<file path="src/rtl/hbbc_pkg.sv">
// ----------------------------------------------------------------------------
// hbbc_pkg
// shared constants, codes, control types and the bucket modulo step
// ----------------------------------------------------------------------------
package hbbc_pkg;

  localparam int NUM_BUFFERS = 32;
  localparam int NUM_BUCKETS = 13;

  localparam int BUF_W   = $clog2(NUM_BUFFERS);
  localparam int CUR_W   = $clog2(NUM_BUFFERS + 1);
  localparam int BKT_W   = $clog2(NUM_BUCKETS + 1);
  localparam int FREE_W  = 6;
  localparam int COUNT_W = 8;
  localparam int BLK_W   = 32;
  localparam int DEV_W   = 8;
  localparam int MOD_STEPS = BLK_W / 2;
  localparam int MCNT_W  = $clog2(MOD_STEPS);

  localparam logic [CUR_W-1:0]   NIL_LINK  = '1;
  localparam logic [COUNT_W-1:0] COUNT_MAX = '1;
  localparam logic [FREE_W-1:0]  FREE_MAX  = '1;

  typedef enum logic [1:0] {
    CMD_GET     = 2'd0,
    CMD_RELEASE = 2'd1,
    CMD_PIN     = 2'd2,
    CMD_UNPIN   = 2'd3
  } command_t;

  typedef enum logic [1:0] {
    ST_OK      = 2'd0,
    ST_NO_FREE = 2'd1,
    ST_ZERO    = 2'd2
  } status_t;

  typedef enum logic [3:0] {
    OP_NONE,
    OP_ACCEPT,
    OP_MODLOAD,
    OP_MODSTEP,
    OP_WALK_INIT,
    OP_WALK_STEP,
    OP_HIT,
    OP_TAKE,
    OP_SB_FIRST,
    OP_SB_NEXT,
    OP_UNLINK,
    OP_LINK,
    OP_FAIL,
    OP_CMD,
    OP_EMIT
  } dp_op_t;

  typedef struct packed {
    dp_op_t op;
    logic   use_sb;
  } dp_ctl_t;

  typedef struct packed {
    logic is_get;
    logic mod_done;
    logic walk_live;
    logic tag_match;
    logic ref_zero;
    logic free_nz;
    logic sb_is_tb;
    logic sb_last;
  } dp_stat_t;

  // one radix-4 digit of block_number modulo NUM_BUCKETS
  function automatic logic [BKT_W-1:0] mod_step(input logic [BKT_W-1:0] r,
                                                input logic [1:0] d);
    logic [BKT_W+1:0] v;
    v = {r, d};
    if (v >= (BKT_W+2)'(3 * NUM_BUCKETS)) begin
      v = v - (BKT_W+2)'(3 * NUM_BUCKETS);
    end else if (v >= (BKT_W+2)'(2 * NUM_BUCKETS)) begin
      v = v - (BKT_W+2)'(2 * NUM_BUCKETS);
    end else if (v >= (BKT_W+2)'(NUM_BUCKETS)) begin
      v = v - (BKT_W+2)'(NUM_BUCKETS);
    end
    return v[BKT_W-1:0];
  endfunction

endpackage

</file>
<file path="src/rtl/hbbc_if.sv">
// ----------------------------------------------------------------------------
// hbbc_if
// request and response channels of the buffer cache
// ----------------------------------------------------------------------------
interface hbbc_req_if;
  logic        valid;
  logic        ready;
  logic [1:0]  command;
  logic [7:0]  device;
  logic [31:0] block_number;
  logic [4:0]  buffer_index;

  modport source (output valid, command, device, block_number, buffer_index,
                  input ready);
  modport sink (input valid, command, device, block_number, buffer_index,
                output ready);
endinterface

interface hbbc_rsp_if;
  logic       valid;
  logic       ready;
  logic [1:0] status;
  logic [4:0] granted_buffer;
  logic       tag_hit;
  logic       needs_disk_read;
  logic [7:0] reference_count;

  modport source (output valid, status, granted_buffer, tag_hit, needs_disk_read,
                  reference_count, input ready);
  modport sink (input valid, status, granted_buffer, tag_hit, needs_disk_read,
                reference_count, output ready);
endinterface

</file>
<file path="src/rtl/hbbc_datapath.sv">
// ----------------------------------------------------------------------------
// hbbc_datapath
// buffer tags, counts, bucket lists, modulo unit and result registers
// ----------------------------------------------------------------------------
module hbbc_datapath (
  input  logic              clk,
  input  logic              rst,
  input  hbbc_pkg::dp_ctl_t ctl,
  output hbbc_pkg::dp_stat_t stat,
  input  logic [1:0]        in_command,
  input  logic [7:0]        in_device,
  input  logic [31:0]       in_block_number,
  input  logic [4:0]        in_buffer_index,
  output logic [1:0]        status,
  output logic [4:0]        granted_buffer,
  output logic              tag_hit,
  output logic              needs_disk_read,
  output logic [7:0]        reference_count
);
  import hbbc_pkg::*;

  logic [DEV_W-1:0]   tag_dev  [NUM_BUFFERS];
  logic [BLK_W-1:0]   tag_blk  [NUM_BUFFERS];
  logic [COUNT_W-1:0] refc     [NUM_BUFFERS];
  logic               cvalid   [NUM_BUFFERS];
  logic [CUR_W-1:0]   nlink    [NUM_BUFFERS];
  logic [CUR_W-1:0]   head     [NUM_BUCKETS];
  logic [FREE_W-1:0]  freec    [NUM_BUCKETS];

  command_t         cmd_r;
  logic [DEV_W-1:0] dev_r;
  logic [BLK_W-1:0] blk_r;
  logic [BLK_W-1:0] word;
  logic [BKT_W-1:0] tb;
  logic [BKT_W-1:0] sb;
  logic [MCNT_W-1:0] mcnt;
  logic [CUR_W-1:0] cur;
  logic [CUR_W-1:0] prev;
  logic [CUR_W-1:0] steps;

  logic [1:0]         res_status;
  logic [CUR_W-1:0]   res_buf;
  logic               res_hit;
  logic               res_ndr;
  logic [COUNT_W-1:0] res_rc;

  logic [BKT_W-1:0]   bsel;
  logic [BUF_W-1:0]   ci;
  logic [BUF_W-1:0]   pi;
  logic [CUR_W-1:0]   head_b;
  logic [FREE_W-1:0]  free_b;
  logic [CUR_W-1:0]   nxt;
  logic [COUNT_W-1:0] rc_c;
  logic               idx_ok;

  assign bsel   = ctl.use_sb ? sb : tb;
  assign ci     = cur[BUF_W-1:0];
  assign pi     = prev[BUF_W-1:0];
  assign head_b = head[bsel];
  assign free_b = freec[bsel];
  assign nxt    = nlink[ci];
  assign rc_c   = refc[ci];
  assign idx_ok = cur < CUR_W'(NUM_BUFFERS);

  assign stat.is_get    = (cmd_r == CMD_GET);
  assign stat.mod_done  = (mcnt == MCNT_W'(MOD_STEPS - 1));
  assign stat.walk_live = idx_ok && (steps < CUR_W'(NUM_BUFFERS));
  assign stat.tag_match = (tag_dev[ci] == dev_r) && (tag_blk[ci] == blk_r);
  assign stat.ref_zero  = (rc_c == '0);
  assign stat.free_nz   = (free_b != '0);
  assign stat.sb_is_tb  = (sb == tb);
  assign stat.sb_last   = (sb == BKT_W'(NUM_BUCKETS - 1));

  always_ff @(posedge clk) begin
    if (rst) begin
      for (int i = 0; i < NUM_BUFFERS; i++) begin
        tag_dev[i] <= '0;
        tag_blk[i] <= '0;
        refc[i]    <= '0;
        cvalid[i]  <= 1'b0;
        nlink[i]   <= (i + 1 < NUM_BUFFERS) ? CUR_W'(i + 1) : NIL_LINK;
      end
      for (int b = 0; b < NUM_BUCKETS; b++) begin
        head[b]  <= (b == 0) ? '0 : NIL_LINK;
        freec[b] <= (b == 0) ? FREE_W'(NUM_BUFFERS) : '0;
      end
      cmd_r <= CMD_GET;
      dev_r <= '0;
      blk_r <= '0;
      word  <= '0;
      tb    <= '0;
      sb    <= '0;
      mcnt  <= '0;
      cur   <= '0;
      prev  <= NIL_LINK;
      steps <= '0;
      res_status <= ST_OK;
      res_buf    <= '0;
      res_hit    <= 1'b0;
      res_ndr    <= 1'b0;
      res_rc     <= '0;
      status          <= ST_OK;
      granted_buffer  <= '0;
      tag_hit         <= 1'b0;
      needs_disk_read <= 1'b0;
      reference_count <= '0;
    end else begin
      case (ctl.op)
        OP_ACCEPT: begin
          cmd_r <= command_t'(in_command);
          dev_r <= in_device;
          blk_r <= in_block_number;
          cur   <= CUR_W'(in_buffer_index);
        end
        OP_MODLOAD: begin
          word <= (cmd_r == CMD_GET) ? blk_r : (idx_ok ? tag_blk[ci] : '0);
          tb   <= '0;
          mcnt <= '0;
        end
        OP_MODSTEP: begin
          tb   <= mod_step(tb, word[BLK_W-1:BLK_W-2]);
          word <= {word[BLK_W-3:0], 2'b00};
          mcnt <= mcnt + 1'b1;
        end
        OP_WALK_INIT: begin
          cur   <= head_b;
          prev  <= NIL_LINK;
          steps <= '0;
        end
        OP_WALK_STEP: begin
          prev  <= cur;
          cur   <= nxt;
          steps <= steps + 1'b1;
        end
        OP_HIT: begin
          if (rc_c == '0 && free_b != '0) freec[bsel] <= free_b - 1'b1;
          if (rc_c != COUNT_MAX) refc[ci] <= rc_c + 1'b1;
          cvalid[ci] <= 1'b1;
          res_status <= ST_OK;
          res_buf    <= cur;
          res_hit    <= 1'b1;
          res_ndr    <= !cvalid[ci];
          res_rc     <= (rc_c != COUNT_MAX) ? rc_c + 1'b1 : rc_c;
        end
        OP_TAKE, OP_LINK: begin
          if (ctl.op == OP_TAKE) begin
            freec[bsel] <= free_b - 1'b1;
          end else begin
            nlink[ci]  <= head_b;
            head[bsel] <= cur;
          end
          tag_dev[ci] <= dev_r;
          tag_blk[ci] <= blk_r;
          refc[ci]    <= COUNT_W'(1);
          cvalid[ci]  <= 1'b1;
          res_status  <= ST_OK;
          res_buf     <= cur;
          res_hit     <= 1'b0;
          res_ndr     <= 1'b1;
          res_rc      <= COUNT_W'(1);
        end
        OP_SB_FIRST: sb <= '0;
        OP_SB_NEXT:  sb <= sb + 1'b1;
        OP_UNLINK: begin
          if (prev == NIL_LINK) head[bsel] <= nxt;
          else nlink[pi] <= nxt;
          freec[bsel] <= free_b - 1'b1;
        end
        OP_FAIL: begin
          res_status <= ST_NO_FREE;
          res_buf    <= '0;
          res_hit    <= 1'b0;
          res_ndr    <= 1'b0;
          res_rc     <= '0;
        end
        OP_CMD: begin
          res_status <= ST_OK;
          res_buf    <= cur;
          res_hit    <= 1'b0;
          res_ndr    <= 1'b0;
          res_rc     <= '0;
          if (idx_ok) begin
            if (cmd_r == CMD_PIN) begin
              if (rc_c == '0 && free_b != '0) freec[bsel] <= free_b - 1'b1;
              if (rc_c != COUNT_MAX) refc[ci] <= rc_c + 1'b1;
              res_rc <= (rc_c != COUNT_MAX) ? rc_c + 1'b1 : rc_c;
            end else if (rc_c == '0) begin
              res_status <= ST_ZERO;
            end else begin
              refc[ci] <= rc_c - 1'b1;
              res_rc   <= rc_c - 1'b1;
              if (rc_c == COUNT_W'(1) && free_b != FREE_MAX) begin
                freec[bsel] <= free_b + 1'b1;
              end
            end
          end
        end
        OP_EMIT: begin
          status          <= res_status;
          granted_buffer  <= 5'(res_buf);
          tag_hit         <= res_hit;
          needs_disk_read <= res_ndr;
          reference_count <= res_rc;
        end
        default: ;
      endcase
    end
  end

endmodule

</file>
<file path="src/rtl/hbbc_ctrl.sv">
// ----------------------------------------------------------------------------
// hbbc_ctrl
// sequencer for get, release, pin and unpin
// ----------------------------------------------------------------------------
module hbbc_ctrl (
  input  logic               clk,
  input  logic               rst,
  input  logic               in_valid,
  output logic               in_ready,
  output logic               out_valid,
  input  logic               out_ready,
  output hbbc_pkg::dp_ctl_t  ctl,
  input  hbbc_pkg::dp_stat_t stat
);
  import hbbc_pkg::*;

  typedef enum logic [3:0] {
    S_IDLE, S_MODLOAD, S_MODRUN, S_SINIT, S_SEARCH, S_HIT, S_RINIT, S_REUSE,
    S_STEAL_SEL, S_STEAL_WALK, S_LINK, S_FAIL, S_CMD, S_EMIT
  } state_t;

  state_t state;
  state_t state_next;
  logic   emit;

  assign in_ready = (state == S_IDLE);
  assign emit     = (state == S_EMIT) && (!out_valid || out_ready);

  always_comb begin
    state_next = state;
    ctl.op     = OP_NONE;
    ctl.use_sb = 1'b0;
    unique case (state)
      S_IDLE: begin
        if (in_valid) begin
          ctl.op     = OP_ACCEPT;
          state_next = S_MODLOAD;
        end
      end
      S_MODLOAD: begin
        ctl.op     = OP_MODLOAD;
        state_next = S_MODRUN;
      end
      S_MODRUN: begin
        ctl.op = OP_MODSTEP;
        if (stat.mod_done) state_next = stat.is_get ? S_SINIT : S_CMD;
      end
      S_SINIT: begin
        ctl.op     = OP_WALK_INIT;
        state_next = S_SEARCH;
      end
      S_SEARCH: begin
        if (stat.walk_live && stat.tag_match) begin
          state_next = S_HIT;
        end else if (stat.walk_live) begin
          ctl.op = OP_WALK_STEP;
        end else begin
          state_next = S_RINIT;
        end
      end
      S_HIT: begin
        ctl.op     = OP_HIT;
        state_next = S_EMIT;
      end
      S_RINIT: begin
        ctl.op     = OP_WALK_INIT;
        state_next = S_REUSE;
      end
      S_REUSE: begin
        if (stat.walk_live && stat.free_nz && stat.ref_zero) begin
          ctl.op     = OP_TAKE;
          state_next = S_EMIT;
        end else if (stat.walk_live && stat.free_nz) begin
          ctl.op = OP_WALK_STEP;
        end else begin
          ctl.op     = OP_SB_FIRST;
          state_next = S_STEAL_SEL;
        end
      end
      S_STEAL_SEL: begin
        ctl.use_sb = 1'b1;
        if (stat.sb_is_tb) begin
          if (stat.sb_last) state_next = S_FAIL;
          else ctl.op = OP_SB_NEXT;
        end else begin
          ctl.op     = OP_WALK_INIT;
          state_next = S_STEAL_WALK;
        end
      end
      S_STEAL_WALK: begin
        ctl.use_sb = 1'b1;
        if (stat.walk_live && stat.free_nz && stat.ref_zero) begin
          ctl.op     = OP_UNLINK;
          state_next = S_LINK;
        end else if (stat.walk_live && stat.free_nz) begin
          ctl.op = OP_WALK_STEP;
        end else if (stat.sb_last) begin
          state_next = S_FAIL;
        end else begin
          ctl.op     = OP_SB_NEXT;
          state_next = S_STEAL_SEL;
        end
      end
      S_LINK: begin
        ctl.op     = OP_LINK;
        state_next = S_EMIT;
      end
      S_FAIL: begin
        ctl.op     = OP_FAIL;
        state_next = S_EMIT;
      end
      S_CMD: begin
        ctl.op     = OP_CMD;
        state_next = S_EMIT;
      end
      S_EMIT: begin
        if (emit) begin
          ctl.op     = OP_EMIT;
          state_next = S_IDLE;
        end
      end
      default: state_next = S_IDLE;
    endcase
  end

  always_ff @(posedge clk) begin
    if (rst) begin
      state     <= S_IDLE;
      out_valid <= 1'b0;
    end else begin
      state     <= state_next;
      out_valid <= emit || (out_valid && !out_ready);
    end
  end

endmodule

</file>
<file path="src/rtl/hashed_block_buffer_cache_unit.sv">
// release, pin and unpin pass through the modulo unit and one command step;
// get passes through the modulo unit and then walks the bucket lists
// the time taken is set by the 2-bit-per-cycle modulo unit and the list walk,
// which follows one buffer link per cycle; one item is in work at a time
// reset: every buffer in bucket 0 in index order, counts and tags zero
// ----------------------------------------------------------------------------
// hashed_block_buffer_cache_unit
// hashed bucket buffer cache with reference counts, top level
// ----------------------------------------------------------------------------
module hashed_block_buffer_cache_unit (
  input logic       clk,
  input logic       rst,
  hbbc_req_if.sink  req,
  hbbc_rsp_if.source rsp
);
  import hbbc_pkg::*;

  dp_ctl_t  ctl;
  dp_stat_t stat;

  hbbc_ctrl u_ctrl (
    .clk       (clk),
    .rst       (rst),
    .in_valid  (req.valid),
    .in_ready  (req.ready),
    .out_valid (rsp.valid),
    .out_ready (rsp.ready),
    .ctl       (ctl),
    .stat      (stat)
  );

  hbbc_datapath u_dp (
    .clk             (clk),
    .rst             (rst),
    .ctl             (ctl),
    .stat            (stat),
    .in_command      (req.command),
    .in_device       (req.device),
    .in_block_number (req.block_number),
    .in_buffer_index (req.buffer_index),
    .status          (rsp.status),
    .granted_buffer  (rsp.granted_buffer),
    .tag_hit         (rsp.tag_hit),
    .needs_disk_read (rsp.needs_disk_read),
    .reference_count (rsp.reference_count)
  );

endmodule

</file>
<file path="src/flat_wrapper.sv">
// flat-port wrapper written by rule: the top's interface ports become plain ports
module hashed_block_buffer_cache_unit_flat import hbbc_pkg::*;
  (clk, rst, req_valid, req_command, req_device, req_block_number, req_buffer_index, req_ready, rsp_valid, rsp_status, rsp_granted_buffer, rsp_tag_hit, rsp_needs_disk_read, rsp_reference_count, rsp_ready);
  hbbc_req_if req_i ();
  hbbc_rsp_if rsp_i ();
  input logic clk;
  input logic rst;
  input wire logic [$bits(req_i.valid)-1:0] req_valid;
  input wire logic [$bits(req_i.command)-1:0] req_command;
  input wire logic [$bits(req_i.device)-1:0] req_device;
  input wire logic [$bits(req_i.block_number)-1:0] req_block_number;
  input wire logic [$bits(req_i.buffer_index)-1:0] req_buffer_index;
  output wire logic [$bits(req_i.ready)-1:0] req_ready;
  output wire logic [$bits(rsp_i.valid)-1:0] rsp_valid;
  output wire logic [$bits(rsp_i.status)-1:0] rsp_status;
  output wire logic [$bits(rsp_i.granted_buffer)-1:0] rsp_granted_buffer;
  output wire logic [$bits(rsp_i.tag_hit)-1:0] rsp_tag_hit;
  output wire logic [$bits(rsp_i.needs_disk_read)-1:0] rsp_needs_disk_read;
  output wire logic [$bits(rsp_i.reference_count)-1:0] rsp_reference_count;
  input wire logic [$bits(rsp_i.ready)-1:0] rsp_ready;
  assign req_i.valid = req_valid;
  assign req_i.command = req_command;
  assign req_i.device = req_device;
  assign req_i.block_number = req_block_number;
  assign req_i.buffer_index = req_buffer_index;
  assign req_ready = req_i.ready;
  assign rsp_valid = rsp_i.valid;
  assign rsp_status = rsp_i.status;
  assign rsp_granted_buffer = rsp_i.granted_buffer;
  assign rsp_tag_hit = rsp_i.tag_hit;
  assign rsp_needs_disk_read = rsp_i.needs_disk_read;
  assign rsp_reference_count = rsp_i.reference_count;
  assign rsp_i.ready = rsp_ready;
  hashed_block_buffer_cache_unit u_core (.clk(clk), .rst(rst), .req(req_i), .rsp(rsp_i));
endmodule
</file>
<file path="config.mk">
export PLATFORM = sky130hd
export DESIGN_NAME = hashed_block_buffer_cache_unit_flat
export DESIGN_NICKNAME = d
export VERILOG_FILES = /design/src/rtl/hbbc_pkg.sv /design/src/rtl/hbbc_if.sv /design/src/rtl/hbbc_datapath.sv /design/src/rtl/hbbc_ctrl.sv /design/src/rtl/hashed_block_buffer_cache_unit.sv /design/src/flat_wrapper.sv
export SDC_FILE = /design/constraint.sdc
export NUM_CORES = 2
export LEC_CHECK = 0
export ABC_AREA = 0
export ABC_CLOCK_PERIOD_IN_PS = 8300
export BUFFER_PORTS_ARGS = -buffer_cell sky130_fd_sc_hd__buf_2
export CAP_MARGIN = 0
export CORE_MARGIN = 8
export CORE_UTILIZATION = 34
export CTS_BUF_LIST = sky130_fd_sc_hd__clkbuf_8
export DETAILED_ROUTE_END_ITERATION = 6
export GPL_ROUTABILITY_DRIVEN = 0
export GPL_TIMING_DRIVEN = 0
export PLACE_DENSITY = 0.48
export SLEW_MARGIN = 5
export SYNTH_ARGS = -nofsm -noshare
export SYNTH_HDL_FRONTEND = slang
export SYNTH_SLANG_ARGS = --single-unit
</file>
<file path="constraint.sdc">
create_clock -name clk -period 8.3 [get_ports clk]
set_clock_uncertainty 0.05 [all_clocks]
set_input_delay 0.83 -clock clk [delete_from_list [all_inputs] [get_ports clk]]
set_output_delay 0.83 -clock clk [all_outputs]
set_load 0.005 [all_outputs]
</file>
-- Word level (Yosys, flattened, before mapping)
Memory sizes are Yosys's and may differ from the RTL's. A register that Yosys moved wholly into a read port is not among the register bits.
Index checks and enable logic that the tools add are counted.
Widths: inputs -> output; s select.
- output and inout bits: 19
- memories kept: 7
- memory bits (writable): 1916
- word-level logic and storage cells: 293
- register bits: 143
- memories (name ; depth ; bits a word ; rd ports ; clocked after memory_dff ; wr ports ; RTL line ; RTL):
    u_core.u_dp.tag_blk ; 32 ; 32 ; 1 ; 1 ; 32 ; hbbc_datapath.sv:23 ; logic [BLK_W-1:0] tag_blk [NUM_BUFFERS];
    u_core.u_dp.refc ; 32 ; 8 ; 1 ; 1 ; 32 ; hbbc_datapath.sv:24 ; logic [COUNT_W-1:0] refc [NUM_BUFFERS];
    u_core.u_dp.tag_dev ; 32 ; 8 ; 1 ; 1 ; 32 ; hbbc_datapath.sv:22 ; logic [DEV_W-1:0] tag_dev [NUM_BUFFERS];
    u_core.u_dp.nlink ; 32 ; 6 ; 1 ; 1 ; 32 ; hbbc_datapath.sv:26 ; logic [CUR_W-1:0] nlink [NUM_BUFFERS];
    u_core.u_dp.freec ; 13 ; 6 ; 1 ; 0 ; 13 ; hbbc_datapath.sv:28 ; logic [FREE_W-1:0] freec [NUM_BUCKETS];
    u_core.u_dp.head ; 13 ; 6 ; 1 ; 0 ; 13 ; hbbc_datapath.sv:27 ; logic [CUR_W-1:0] head [NUM_BUCKETS];
    1 more memories ; - ; - ; - ; - ; - ; - ;
- reduce and logical (&&, ||, !) cells: 44
- magnitude comparators: 5
- muxes and demuxes: 152
- eq/ne operators: 44
- add/sub/neg operators: 10
- bitwise logic cells: 9
- operators by type and width (kind ; number):
    $mux 4 ; 25
    $mux 32 ; 3
    $mux 5 ; 16
    $mux 8 ; 9
    $mux 1 ; 70
    $pmux 32 s2 ; 1
    $eq 4x4->1 const B ; 15
    $mux 6 ; 9
    $pmux 4 s13 ; 1
    $pmux 4 s11 ; 1
    $eq 32x32->1 ; 1
    $eq 4x3->1 const B ; 8
    $pmux 8 s4 ; 1
    $reduce_or 32->1 ; 1
    $pmux 4 s2 ; 3
    $pmux 6 s2 ; 2
    $reduce_or 6->1 ; 4
    $pmux 6 s3 ; 1
    $eq 4x2->1 const B ; 4
    $reduce_or 8->1 ; 2
    $add 6x1->6 const B ; 2
    $lt 6x6->1 const B ; 2
    $ne 3x3->1 const B ; 4
    $reduce_or 4->1 ; 3
    other kinds (40) ; 76

-- Logic depth before layout (Yosys ltp)
An unclocked memory read counts as a cell.
- word-level depth: 21
- gate-level depth with buffers: 27

-- Modules after synthesis
A second synthesis with hierarchy kept.
- cell total of the unflattened synthesis: 6926
- area, all modules: 97449.7 um^2
- modules (own cells, without submodules) (module ; cells each ; area each (um^2) ; times used):
    hbbc_datapath ; 6830 ; 96742.8 ; 1
    hbbc_ctrl ; 96 ; 706.9 ; 1

-- Worst setup path after synthesis
No wires, ideal clock.
- path kind: register to register
- from: register (tool-made name)
- to: memory u_core.u_dp.tag_blk[7][0], enable pin
- stages on the path, launching flop included: 21
- clock period less this slack: 7.337 ns
- path buffers: 10
- path slack: 0.963 ns
- library setup time: 0.493 ns
- arrival: 6.794 ns
- path through: dfxtp_1 -> buf_2 -> buf_6 -> buf_6 -> buf_6 -> buf_4 -> buf_4 -> buf_2 -> buf_2 -> mux4_2 -> mux4_2 -> nand2_1 -> nand2_1 -> inv_1 -> ha_1 -> clkbuf_1 -> nand4_1 -> a21oi_2 -> a21oi_1 -> clkbuf_1 -> o21ai_0
- RTL lines (element ; RTL line):
    to (decl) ; hbbc_datapath.sv:23

==> results.tsv <==
metric	value	unit
grt total ovfl	0	
EDFF count, synth	1920	
Sw Share	38.2	%
Clock Tree Buf Depth	4	
Vias/cell	5.88	
Synth Area in Simple Gates	15.9	%
# DRC	0	
Cells after DPL	11300	
routed len/inst	36.5	um
worst r2r dst	u_core.u_dp.nlink[8][0]	
pin count of the biggest net entering global routing	26	
Hold Fails Final Rpt	0	
PortBufs	69	
proportion of layout cells with a drive suffix above 1	17.5	%
total track usage	27.7	%
cts bufs inserted	381	
CP peak stage delay	1.06	ns
vias	71000	
hold crit path type	in2reg	
synthesis-stage register bit count	2100	
core area	0.287	mm2
commonest non-fill, non-tap cell in the layout	edfxtp_1	
Relative slew margins	-2.69	%
post-route ant nets	0	
final setup TNS	-13.83	ns
most frequent cells in the layout	edfxtp_1, and2_1, nor2_1, nand2_1, clkbuf_8	
CP Cell Sequence	buf_2 > nor2b_1 > buf_2 > clkbuf_2 > clkbuf_1 > a22oi_1 > nand3_1 > nand4_1 > xnor2_1 > nand3_1 > nor3_1 > nand4_1 > a21oi_1 > o21ai_2 > buf_2 > o31ai_1	
CP endpoint kind	register	
Comb power frac	31.2	%
Core Rows	197	
clock-pin slew on the worst setup and hold paths	0.06	ns
CP Max Fanout	10	
R2R depth	16	
CTS Sinks	2100	
Initial DRC Count	10700	
Layout area overhead	15.8	%
final setup vio count	92	
commonest register cell after synthesis	edfxtp_1	
final worst-path cycle share	105	%
Syn Nets	7434	
chip height	552	um
pre-CTS setup slack	-2.13	ns
CTS HTree Levels	5	
max_cap viols	4	
measured slew at the worst slew-check pin	1.54	ns
Layout Nets	8033	
Static Leak	0.0392	uW
adder-cell share of the synthesized area	0.251	%
CP startpoint kind	register	
mux cell area share after synthesis	11.8	%
post-layout minimum cycle time	8.68	ns
net switching power	12000	uW
post-synthesis compound-gate area fraction	5.41	%
violated checks	capacitance limit, slew limit, setup timing	
Peak VDD IR	0.000167	V
IO Pins	70	
pwr dens	277	mW/mm2
clock latency on the worst-skew pair	1.08	ns
max-slew violations	33	
Critical Path AT	9.24	ns
global-route wire length before repair	587000	um
initial antenna violation count	49	
CP most frequent cell	buf_2	
xor/xnor share of the synthesized area	0.555	%
post-route setup slack	-0.380	ns
Synth Instances	7364	
unrepaired setup endpoints after global routing	yes	
Die Width	552	um
vias in the first global route	68700	
clock root cell	clkbuf_8	
reg2reg setup slack	-0.38	ns
post-synth cell types	99	
Core Util, Final	39.4	%
Post-synth ARST share	0	%
post-synthesis sequential area ratio	62.6	%
Pint	19400	uW
CTS tree	yes	
largest family of logic cells by synthesized area	simple AND/OR/NAND/NOR gates	
data required time of the worst path	8.86	ns
WS Path Type	reg2reg	
sequential share of power	39.0	%
crit path to	u_core.u_dp.nlink[8][0]	
Initial Utilization	34.1	%
Slowest cell on crit path	clkbuf_1	
post-route insts no fill	12100	
Clk pwr share	29.8	%
HPWL Detailed	296000	um
die area	0.305	mm2
status	finished with violations	
max frequency	0.115	GHz
Avg Synthesized Cell Area	13.3	um2
Synth Cell Area	0.0978	mm2
Routed WL	441000	um
yosys warns	0	
drt pass-1 iters	6	
==> per-stage QoR <==
stage | power [uW] | cell area, um2 | hold WS, ns
after floorplan | 17500 | 97800 | 0.379
after global placement | 21700 | 103000 | 0.392
after detailed placement | 21900 | 105000 | 0.399
after CTS | 31200 | 113000 | 0.00918
after global routing | 32100 | 113000 | 0.0264
final | 31400 | 113000 | 0.0497
==> layer usage <==
metal  GRT usage [%]  vias up  share of wire [%]
met3            6.82     1131                 10
li1                -    28600                  -
met5               0        -             0.0068
met4            15.4        6                6.5
met2            43.5     4641                 45
met1            35.0    36600                 38
==> worst max-delay path: cells and delay by family (launching register included) <==
family	cells	cell delay, ns
AO/OA/AOI/OAI	4	1.88
XOR/XNOR	1	0.31
buffers and inverters	5	3.03
AND/OR/NAND/NOR	6	2.31
flip-flops	1	0.63
==> cells in the mapped netlist, types with 18 or more instances <==
master / count / share of area [%]
a211oi_1: 31 / 0.24
a21oi_1: 153 / 0.78
a221oi_1: 24 / 0.21
a22oi_1: 190 / 1.5
a31oi_1: 28 / 0.18
and2_1: 1257 / 8.0
and3_1: 32 / 0.20
buf_1: 35 / 0.13
buf_2: 129 / 0.66
buf_4: 31 / 0.24
buf_6: 38 / 0.44
clkbuf_1: 477 / 1.8
dfxtp_1: 180 / 3.7
edfxtp_1: 1920 / 59
ha_1: 18 / 0.23
inv_1: 37 / 0.14
mux2_2: 25 / 0.29
mux2i_1: 410 / 4.2
mux4_2: 308 / 7.1
nand2_1: 483 / 1.9
nand2b_1: 20 / 0.13
nand3_1: 179 / 0.92
nand4_1: 71 / 0.45
nor2_1: 526 / 2.0
nor2b_1: 22 / 0.14
nor3_1: 143 / 0.73
nor4_1: 57 / 0.36
nor4_2: 39 / 0.50
o21ai_0: 97 / 0.50
o22ai_1: 91 / 0.58
o31ai_1: 27 / 0.21
or2_2: 25 / 0.16
xnor2_1: 49 / 0.44
==> power by group through the flow <==
stage | sequential (uW) | clock [uW] | combinational [uW]
6_report | 12200 | 9370 | 9820
2_1_floorplan | 12300 | 0 | 5140
5_1_grt | 12300 | 9850 | 9950
3_3_place_gp | 12500 | 0 | 9230
4_1_cts | 12200 | 9420 | 9520
3_5_place_dp | 12400 | 0 | 9430
==> cells by family (layout without fill, tap and decap cells) <==
logic type | after synthesis | count (layout)
fa+ha+maj | 19 | 19
xor+xnor | 62 | 62
buf+inv | 751 | 1636
flops | 2100 | 2100
simple gates | 2900 | 2907
other cells | 0 | 40
mux | 756 | 756
compound gates | 776 | 776
==> area by class of cell <==
class	count	area, um2
well taps	3781	4730
plain buffers	704	3390
diodes	40	100
repair buffers	216	2900
multi-input cells	4520	33800
clock inverters	271	1340
flip-flops and latches	2100	61300
clock buffers	405	5570
inverters	40	150
fillers	27300	174000
==> how the worst min path moves through the flow <==
stage / from / end / slack, ns / cells past startpoint
global placement: u_core.u_dp.cvalid[4] / u_core.u_dp.cvalid[4] / 0.39 / 2
floorplan: u_core.u_dp.res_rc[2] / u_core.u_dp.reference_count[2] / 0.38 / 2
finish: req_block_number[9] / u_core.u_dp.blk_r[9] / 0.05 / 3
CTS: req_block_number[9] / u_core.u_dp.blk_r[9] / 0.009 / 3
detailed placement: u_core.u_dp.tag_hit / u_core.u_dp.tag_hit / 0.40 / 2
global route: req_block_number[31] / u_core.u_dp.blk_r[31] / 0.03 / 3
==> sequential cells by signal, summed over array words and instances, names as in the netlist, 4 cells and up, named ones only <==
name / cells
u_core.u_dp.tag_blk: 1024
u_core.u_dp.refc: 256
u_core.u_dp.tag_dev: 256
u_core.u_dp.nlink: 192
u_core.u_dp.freec: 96
u_core.u_dp.head: 96
u_core.u_dp.blk_r: 32
u_core.u_dp.cvalid: 32
u_core.u_dp.word: 32
u_core.u_dp.dev_r: 8
u_core.u_dp.reference_count: 8
u_core.u_dp.res_rc: 8
u_core.u_dp.cur: 6
u_core.u_dp.prev: 6
u_core.u_dp.steps: 6
u_core.u_dp.granted_buffer: 5
u_core.u_dp.res_buf: 5
u_core.u_ctrl.state: 4
u_core.u_dp.mcnt: 4
u_core.u_dp.sb: 4
u_core.u_dp.tb: 4
==> what timing repair did <==
action,in CTS,in global routing
setup endpoints to repair,3284,858
setup buffers,22,11
hold buffers,33,0
gates cloned,7,0
hold endpoints to repair,33,0
pin swaps,2,6
resized for setup,78,72
No activity file was read; power rests on OpenSTA's default activity.
